==> src/hdl/hsl_to_rgb_converter_core_defines.svh <==
// Assertion macros shared by the HSL to RGB converter RTL.
// Depends on nothing; included by modules that carry concurrent checks.
`ifndef HSL_TO_RGB_CONVERTER_CORE_DEFINES_SVH
`define HSL_TO_RGB_CONVERTER_CORE_DEFINES_SVH

// Checks that the consequent holds in the same cycle as the antecedent.
`define HRC_ASSERT_IMPL(label, clk, rst, ante, cons, msg) \
  label: assert property (@(posedge clk) disable iff (rst) (ante) |-> (cons)) \
    else $error(msg);

// Checks that the consequent holds in the cycle after the antecedent.
`define HRC_ASSERT_NEXT(label, clk, rst, ante, cons, msg) \
  label: assert property (@(posedge clk) disable iff (rst) (ante) |=> (cons)) \
    else $error(msg);

`endif

==> src/hdl/hslrgb_pkg.sv <==
// Types and constants for the HSL to RGB converter.
// Depends on nothing; used by the converter core and its checks.
package hslrgb_pkg;

  localparam int FRAC_BITS = 12;
  localparam int IN_W      = FRAC_BITS + 1;
  localparam int CH_W      = 8;
  localparam int NUM_CHAN  = 3;

  localparam logic [IN_W-1:0] ONE = {1'b1, {FRAC_BITS{1'b0}}};

  localparam int CHAN_RED   = 0;
  localparam int CHAN_GREEN = 1;
  localparam int CHAN_BLUE  = 2;

  localparam int unsigned CHAN_OFFSET [NUM_CHAN] = '{0, 8, 4};

  typedef struct packed {
    logic [IN_W-1:0] hue;
    logic [IN_W-1:0] saturation;
    logic [IN_W-1:0] lightness;
  } hsl_t;

  typedef struct packed {
    logic [CH_W-1:0] red;
    logic [CH_W-1:0] green;
    logic [CH_W-1:0] blue;
  } rgb_t;

endpackage

==> src/hdl/hsl_to_rgb_converter_core.sv <==
// A request taken with start moves through the s1, s2, s3 and s4 registers into rgb, where it shows with done.
// Throughput: one request per clock; busy is always low and the pipeline never stalls.
// The multipliers are S*min(L,1-L), then a*|t| for each channel, then the scale by 255 for each channel.
// Reset (rst, synchronous, active high) clears the stage valid bits and done only.
// Depends on hslrgb_pkg and hsl_to_rgb_converter_core_defines.svh.
`include "hsl_to_rgb_converter_core_defines.svh"

module hsl_to_rgb_converter_core (
  input  logic              clk,
  input  logic              rst,
  input  logic              start,
  output logic              busy,
  input  hslrgb_pkg::hsl_t  hsl,
  output logic              done,
  output hslrgb_pkg::rgb_t  rgb
);

  localparam int FB    = hslrgb_pkg::FRAC_BITS;
  localparam int IW    = hslrgb_pkg::IN_W;
  localparam int NC    = hslrgb_pkg::NUM_CHAN;
  localparam int KW    = FB + 5;
  localparam int TW    = KW + 1;
  localparam int PW    = 2 * IW;
  localparam int VW    = IW + 1;
  localparam int SW    = VW + 8;
  localparam int CW    = SW - FB;

  localparam logic [IW-1:0]        ONE       = hslrgb_pkg::ONE;
  localparam logic [KW-1:0]        K_MOD     = KW'(12) << FB;
  localparam logic signed [TW-1:0] THREE_ONE = TW'(3) << FB;
  localparam logic signed [TW-1:0] NINE_ONE  = TW'(9) << FB;
  localparam logic signed [TW-1:0] ONE_S     = TW'(1) << FB;
  localparam logic signed [TW-1:0] NEG_ONE_S = -ONE_S;
  localparam logic [SW-1:0]        SCALE     = SW'(255);
  localparam logic [CW-1:0]        CH_MAX    = CW'(255);

  logic [3:0] stage_valid;

  // Stage 1: clamp inputs, half-chroma factor, hue position per channel.
  logic [FB-1:0]  hue_frac;
  logic [IW-1:0]  sat_next;
  logic [IW-1:0]  light_next;
  logic [IW-1:0]  light_inv;
  logic [IW-1:0]  lo_next;
  logic [KW-1:0]  k_sum  [NC];
  logic [KW-1:0]  k_next [NC];
  logic [IW-1:0]  s1_sat;
  logic [IW-1:0]  s1_light;
  logic [IW-1:0]  s1_lo;
  logic [KW-1:0]  s1_k [NC];

  // Stage 2: a = S*min(L,1-L) and the clamped triangle term.
  logic [PW-1:0]        sl_prod;
  logic [IW-1:0]        a_next;
  logic signed [TW-1:0] t1 [NC];
  logic signed [TW-1:0] t2 [NC];
  logic signed [TW-1:0] tm [NC];
  logic signed [TW-1:0] tneg [NC];
  logic [IW-1:0]        mag_next [NC];
  logic                 neg_next [NC];
  logic [IW-1:0]        s2_a;
  logic [IW-1:0]        s2_light;
  logic [IW-1:0]        s2_mag [NC];
  logic                 s2_neg [NC];

  // Stage 3: magnitude of a*t.
  logic [PW-1:0] at_prod [NC];
  logic [IW-1:0] s3_light;
  logic [IW-1:0] s3_q [NC];
  logic          s3_neg [NC];

  // Stage 4: channel value, never below zero.
  logic [VW-1:0] v_next [NC];
  logic [VW-1:0] s4_v [NC];

  // Stage 5: scale by 255 and saturate.
  logic [SW-1:0] scaled [NC];
  logic [CW-1:0] c_full [NC];
  logic [7:0]    ch_next [NC];
  hslrgb_pkg::rgb_t rgb_next;

  assign busy = 1'b0;

  always_comb begin
    hue_frac   = hsl.hue[FB-1:0];
    sat_next   = (hsl.saturation > ONE) ? ONE : hsl.saturation;
    light_next = (hsl.lightness > ONE) ? ONE : hsl.lightness;
    light_inv  = ONE - light_next;
    lo_next    = (light_next < light_inv) ? light_next : light_inv;
    for (int i = 0; i < NC; i++) begin
      k_sum[i] = (KW'(hue_frac) << 3) + (KW'(hue_frac) << 2)
               + (KW'(hslrgb_pkg::CHAN_OFFSET[i]) << FB);
      k_next[i] = (k_sum[i] >= K_MOD) ? (k_sum[i] - K_MOD) : k_sum[i];
    end
  end

  always_comb begin
    sl_prod = PW'(s1_sat) * PW'(s1_lo);
    a_next  = sl_prod[FB +: IW];
    for (int i = 0; i < NC; i++) begin
      t1[i]   = $signed({1'b0, s1_k[i]}) - THREE_ONE;
      t2[i]   = NINE_ONE - $signed({1'b0, s1_k[i]});
      tm[i]   = (t1[i] < t2[i]) ? t1[i] : t2[i];
      tneg[i] = -tm[i];
      if (tm[i] > ONE_S) begin
        mag_next[i] = ONE;
        neg_next[i] = 1'b0;
      end else if (tm[i] < NEG_ONE_S) begin
        mag_next[i] = ONE;
        neg_next[i] = 1'b1;
      end else if (tm[i] < 0) begin
        mag_next[i] = tneg[i][IW-1:0];
        neg_next[i] = 1'b1;
      end else begin
        mag_next[i] = tm[i][IW-1:0];
        neg_next[i] = 1'b0;
      end
    end
  end

  always_comb begin
    for (int i = 0; i < NC; i++) begin
      at_prod[i] = PW'(s2_a) * PW'(s2_mag[i]);
    end
  end

  always_comb begin
    for (int i = 0; i < NC; i++) begin
      if (s3_neg[i]) begin
        v_next[i] = VW'(s3_light) + VW'(s3_q[i]);
      end else if (s3_light >= s3_q[i]) begin
        v_next[i] = VW'(s3_light - s3_q[i]);
      end else begin
        v_next[i] = '0;
      end
    end
  end

  always_comb begin
    for (int i = 0; i < NC; i++) begin
      scaled[i]  = SW'(s4_v[i]) * SCALE;
      c_full[i]  = scaled[i][FB +: CW];
      ch_next[i] = (c_full[i] > CH_MAX) ? 8'hFF : c_full[i][7:0];
    end
    rgb_next.red   = ch_next[hslrgb_pkg::CHAN_RED];
    rgb_next.green = ch_next[hslrgb_pkg::CHAN_GREEN];
    rgb_next.blue  = ch_next[hslrgb_pkg::CHAN_BLUE];
  end

  always_ff @(posedge clk) begin
    if (rst) begin
      stage_valid <= '0;
      done        <= 1'b0;
    end else begin
      stage_valid <= {stage_valid[2:0], start & ~busy};
      done        <= stage_valid[3];
    end
  end

  always_ff @(posedge clk) begin
    s1_sat   <= sat_next;
    s1_light <= light_next;
    s1_lo    <= lo_next;
    s2_a     <= a_next;
    s2_light <= s1_light;
    s3_light <= s2_light;
    for (int i = 0; i < NC; i++) begin
      s1_k[i]   <= k_next[i];
      s2_mag[i] <= mag_next[i];
      s2_neg[i] <= neg_next[i];
      s3_q[i]   <= at_prod[i][FB +: IW];
      s3_neg[i] <= s2_neg[i];
      s4_v[i]   <= v_next[i];
    end
    rgb <= rgb_next;
  end

  `HRC_ASSERT_IMPL(a_done_latency, clk, rst, done, $past(start, 5), "done without a request five cycles earlier")
  `HRC_ASSERT_NEXT(a_empty_quiet, clk, rst, (!start && stage_valid == '0), !done, "done from an empty pipeline")
  `HRC_ASSERT_IMPL(a_full_light, clk, rst, (done && $past(hsl.lightness, 5) >= ONE), (rgb.red == 8'hFF && rgb.green == 8'hFF && rgb.blue == 8'hFF), "full lightness is not white")
  `HRC_ASSERT_IMPL(a_zero_light, clk, rst, (done && $past(hsl.lightness, 5) == '0), (rgb.red == 8'h00 && rgb.green == 8'h00 && rgb.blue == 8'h00), "zero lightness is not black")
  `HRC_ASSERT_IMPL(a_gray, clk, rst, (done && $past(hsl.saturation, 5) == '0), (rgb.red == rgb.green && rgb.green == rgb.blue), "zero saturation is not gray")

endmodule

==> config.mk <==
export PLATFORM = sky130hd
export DESIGN_NAME = hsl_to_rgb_converter_core
export DESIGN_NICKNAME = d
export VERILOG_FILES = /design/src/hdl/hslrgb_pkg.sv /design/src/hdl/hsl_to_rgb_converter_core.sv
export VERILOG_INCLUDE_DIRS = /design/src /design/src/hdl
export SDC_FILE = /design/constraint.sdc
export NUM_CORES = 2
export LEC_CHECK = 0
export BUFFER_PORTS_ARGS = -buffer_cell sky130_fd_sc_hd__buf_4
export CAP_MARGIN = 20
export CELL_PAD_IN_SITES_DETAIL_PLACEMENT = 1
export CELL_PAD_IN_SITES_GLOBAL_PLACEMENT = 2
export CORE_ASPECT_RATIO = 0.8
export CORE_MARGIN = 1.5
export CORE_UTILIZATION = 42
export DETAILED_ROUTE_END_ITERATION = 16
export GPL_TIMING_DRIVEN = 0
export HOLD_SLACK_MARGIN = 0.12
export PLACE_DENSITY_LB_ADDON = 0.1
export REMOVE_ABC_BUFFERS = 1
export SLEW_MARGIN = 15
export SYNTH_ARGS = -nofsm -noshare
export SYNTH_HDL_FRONTEND = slang
export SYNTH_SLANG_ARGS = --single-unit
==> constraint.sdc <==
create_clock -name clk -period 7.81 [get_ports clk]
set_input_delay 1.562 -clock clk [delete_from_list [all_inputs] [get_ports clk]]
set_output_delay 1.562 -clock clk [all_outputs]
set_load 0.02 [all_outputs]
Word level (Yosys, flattened, before mapping):

Memories as Yosys holds them, arrays and structs flattened.
Cells that the tools add are included.

* add/subtract/negate cells: 22
* $mul: 7
* div/mod/pow operators: 0
* $lt $le $gt $ge: 24
* equal/unequal tests: 0
* shift-type cells: 0
* multiplexer cells: 32
* bitwise operators: 0
* reductions and logical operators: 0

Operators with widths (number)
* $mux 13: 11
* $mul 13x13->25: 4
* $mux 14: 6
* $mul 14x8->22 const B: 3
* $gt 18x14->1 const B: 3
* $lt 18x1->1 const B: 3
* $lt 18x13->1 const B: 3
* $lt 18x18->1: 3
* $mux 18: 3
* $sub 16x17->18 const A: 3
* $sub 17x14->18 const B: 3
* $ge 17x16->1 const B: 3
* $mux 17: 3
* $sub 17x16->17 const B: 3
* $add 13x13->14: 3
* $sub 13x13->14: 3
* $ge 13x13->1: 3
* $neg 13->13: 3
* $gt 10x8->1 const B: 3
* $gt 13x13->1 const B: 2
* $add 16x15->17 const B: 1
* $add 17x16->17 const B: 1
* $add 15x14->16: 1
* $lt 13x13->1: 1
* other kinds (2): 10

* bits in registers: 107
* bits in latches: 0
* RAM bits: 177
* memory bits (read-only): 0
* input bits: 42
* output and inout port bits: 26
* logic and storage cells: 102
* memories: 6

Memory list
* s1_k: words 3, width 17, read ports 3, clocked after memory_dff 0, write ports 3, RTL line hsl_to_rgb_converter_core.sv:50 `logic [KW-1:0] s1_k [NC];`
* s4_v: words 3, width 14, read ports 3, clocked after memory_dff 0, write ports 3, RTL line hsl_to_rgb_converter_core.sv:74 `logic [VW-1:0] s4_v [NC];`
* s2_mag: words 3, width 13, read ports 3, clocked after memory_dff 0, write ports 3, RTL line hsl_to_rgb_converter_core.sv:63 `logic [IW-1:0] s2_mag [NC];`
* s3_q: words 3, width 13, read ports 3, clocked after memory_dff 0, write ports 3, RTL line hsl_to_rgb_converter_core.sv:69 `logic [IW-1:0] s3_q [NC];`
* s2_neg: words 3, width 1, read ports 3, clocked after memory_dff 0, write ports 3, RTL line hsl_to_rgb_converter_core.sv:64 `logic s2_neg [NC];`
* s3_neg: words 3, width 1, read ports 3, clocked after memory_dff 0, write ports 3, RTL line hsl_to_rgb_converter_core.sv:70 `logic s3_neg [NC];`

Logic depth before layout (Yosys ltp):

An unclocked memory read counts as a cell.

* depth after elaboration: 8
* mapped depth: 23
* gate-level depth less buffers: 22

Worst setup path before layout:

OpenSTA, ideal clock, no wires.

* path type: flip-flop to flip-flop
* start point: reg s2_a[5]
* end point: mem s3_q[0][37] (netlist bit)
* setup time: 0.072 ns
* arrival time: 5.842 ns
* required time: 7.738 ns
* setup slack: 1.896 ns
* stages on the path, launching flop included: 22
* buffers on the path: 1
* clock period less this slack: 5.914 ns
* path through: dfxtp_1 -> clkbuf_1 -> nand2_1 -> fa_1 -> inv_1 -> fa_1 -> inv_1 -> fa_1 -> fa_1 -> inv_1 -> fa_1 -> ha_1 -> a2111oi_0 -> o21ai_0 -> a31o_2 -> a221oi_1 -> o21ai_0 -> o211a_1 -> o21a_1 -> o21a_1 -> o31ai_1 -> xnor2_1

RTL lines
* start, declared: RTL line hsl_to_rgb_converter_core.sv:61 `logic [IW-1:0] s2_a;`
* start signal, assigned: RTL line hsl_to_rgb_converter_core.sv:164 `s2_a <= a_next;`
* end, declared: RTL line hsl_to_rgb_converter_core.sv:69

==> flow_summary.yaml <==
clocking:
  cts-root-buf: "clkbuf_16"
  cts_resized: 0
  postCtsSetupRepairBufs: 0
  holdBufCountCts: 0
  htreeDepth: 2
  max-clock-path-buffers: 3
  cts_num_sinks: 246
  cts_buffers: 35
  clk_latency_ns: 0.57
  clkTransAtPathRegs_ns: 0.06
  cts_tree: "yes"
worst_setup_path:
  cp_num_buf_inv: 3
  crit_type: "reg2reg"
  crit_path_cell_trace: "nand2_1 -> fa_1 -> inv_1 -> fa_1 -> inv_1 -> fa_1 -> fa_1 -> inv_1 -> fa_1 -> ha_1 -> a2111oi_0 -> o21ai_0 -> a31o_2 -> a221oi_1 -> o21ai_0 -> o211a_1 -> o21a_1 -> o21a_1 -> o31ai_1 -> xnor2_1"
  reg2reg_slack_ns: 0.93
  critical_path_depth: 20
  cpMostUsedCell: "fa_1"
  crit_slowest_cell: "dfxtp_1"
  endpoint_kind: "flip-flop"
  startpoint_type: "flip-flop"
  ff2ff_path_depth: 20
  critPathTopFamily: "adder cells"
  cp.required_ns: 8.29
  crit_path_max_fanout: 13
  slowest_delay_ns: 0.73
  r2r-start: "s2_mag[0][31]"
  cp-endpoint: "s3_q[0][37]"
  timing.rr.end: "s3_q[0][37]"
  critPathLaunch: "s2_mag[0][31]"
  crit_arrival_ns: 7.36
routing:
  vias_per_cell: 5.03
  drcViolationCount: 0
  ant_nets: 0
  firstDrtPassIters: 5
  wire_per_inst_um: 17.7
  drt-initial-drc-count: 952
  routed_wl_mm: 98.1
  num_vias: 27900
yosys:
  synth_top_area_share_pct: 30.9
  synth-main-ff-cell: "dfxtp_1"
  netlist_area_um2: 38500
  yosysTopAreaCell: "fa_1"
  synth_cell_types: 88
  synth_area_leaders: "fa_1 (31%), ha_1 (17%), dfxtp_1 (13%)"
  syn_inst: 4358
  synth.most_common_cell: "inv_1"
  avgSynthCellArea_um2: 8.84
  ys_async_sr_fraction_pct: 0
  synthTopCellsByCount: "inv_1 (939), fa_1 (594), ha_1 (537), nand2_1 (446), and2_1 (249)"
  synth_edf_count: 0
  yosysWarnings: 0
  ys_seq_elements: 246
  ys_seq_area_share_pct: 12.8
global_route:
  antenna_found_initial: 4
  first_global_vias: 30400
  grt_pass1_wl_mm: 164
  grt.total_usage_pct: 21.9
  grt_max_degree: 34
  gr-total-overflow: 0
finish:
  utilization_pct: 45.4
  area_delta_synth_final_pct: 7.16
  fin_nets: 5487
  drive_above_1_share_pct: 4.33
die:
  die_w_um: 342
  fp-row-count: 99
  die-area_um2: 93600
  core_area_um2: 91000
  io_pins: 68
  die_h_um: 274
  start_util_pct: 42.3
run:
  cap_violations: 0
timing:
  skew_ns: 0.0269
  tightestPinTransition_ns: 1.06
  setup_viol: 0
  fin_setup_tns_ns: 0
  finalCriticalPeriod_ns: 6.88
  timing.fmax_mhz: 145
  hold_viol_final: 0
  rsz0062_at_grt: "no"
  slew-limit-headroom_pct: 28.4
  finalCritPeriodShare_pct: 88.1
  slew_viol_final: 0
hold_path:
  hold_path_class: "reg2reg"
outcome:
  status: "completed"
place:
  io_buffers: 65
  dp_hpwl_mm: 80.1
  place_congestion: 0.809
[sequential cells by signal, summed over array words and instances (netlist names)]
register and cells:
s1_lo 13, s4_v 42, s1_k 20, s3_light 13, s2_light 13, s2_neg 3
s3_neg 3, done 1, rgb 24, s2_a 13, stage_valid 4, s1_sat 13
s2_mag 33, s1_light 12, s3_q 39
[through the flow]
stage / area (µm²) / hold WS, ns / instances / setup WS, ns
4_1_cts: 41300 / 0.327 / 5550 / 0.860
2_1_floorplan: 37900 / 0.310 / 4199 / 1.73
6_report: 41300 / 0.325 / 5551 / 0.932
5_1_grt: 41300 / 0.331 / 5550 / 0.307
3_3_place_gp: 39900 / 0.311 / 5476 / 0.0724
3_5_place_dp: 40200 / 0.314 / 5489 / 0.904
[area by class of cell]
class,instances,area (µm²)
clock buffers,46,957
fillers,10600,49700
well taps,1212,1520
clock inverters,15,129
diodes,1,2.50
repair buffers,78,763
multi-input cells,3013,29500
inverters,940,3530
flip-flops and latches,246,4940
[layout by cell type, fill, tap and decap left out, types with 13 or more instances in the layout]
master     netlist  layout
nand3_1         27      27
clkbuf_16        0      35
nand2b_1        38      38
nand2_1        446     446
ha_1           537     537
xor2_1          38      38
nor2b_1         65      65
mux2i_1         23      23
a211oi_1        13      13
dfxtp_2          0      13
dfxtp_1        246     233
o21a_1          27      27
or3_1           31      31
o21ai_0         90      90
a21o_1          35      35
and2_1         249     249
or2_2           13      13
and3_1          21      21
nor2_1         181     181
a31oi_1         30      30
o41ai_1         14      14
a21oi_1        145     145
buf_4            2      65
o21bai_1        27      27
inv_1          939     939
nor3_1          76      76
nand4_1         16      16
xnor2_1        102     102
fa_1           594     594
[layer usage]
layer | share of wire (%) | track usage, %
met2 | 45 | 35.4
met4 | 1.5 | 3.86
met3 | 3.0 | 2.29
met5 | 0.010 | 0
met1 | 51 | 31.8
[how the worst min path moves through the flow]
| stage | cells after the start | to | from |
|---|---|---|---|
| global route | 0 | s2_light[5] | s1_light[5] |
| finish | 0 | s2_light[12] | s1_light[12] |
| global placement | 0 | s2_light[12] | s1_light[12] |
| floorplan | 0 | s2_light[10] | s1_light[10] |
| CTS | 0 | s2_light[5] | s1_light[5] |
| detailed placement | 0 | s2_light[5] | s1_light[5] |
[cell families after synthesis]
family / Yosys count / synth area share [%]
flops: 246 / 12.8
compound gates: 496 / 8.52
fa+ha+maj: 1131 / 48.3
simple gates: 1213 / 15.6
xor+xnor: 140 / 3.18
buf+inv: 1100 / 10.8
mux: 31 / 0.841
other cells: 1 / 0.00973
Power is not shown: default switching activity piles up to over one toggle a cycle in this logic, so the estimate is an artifact.
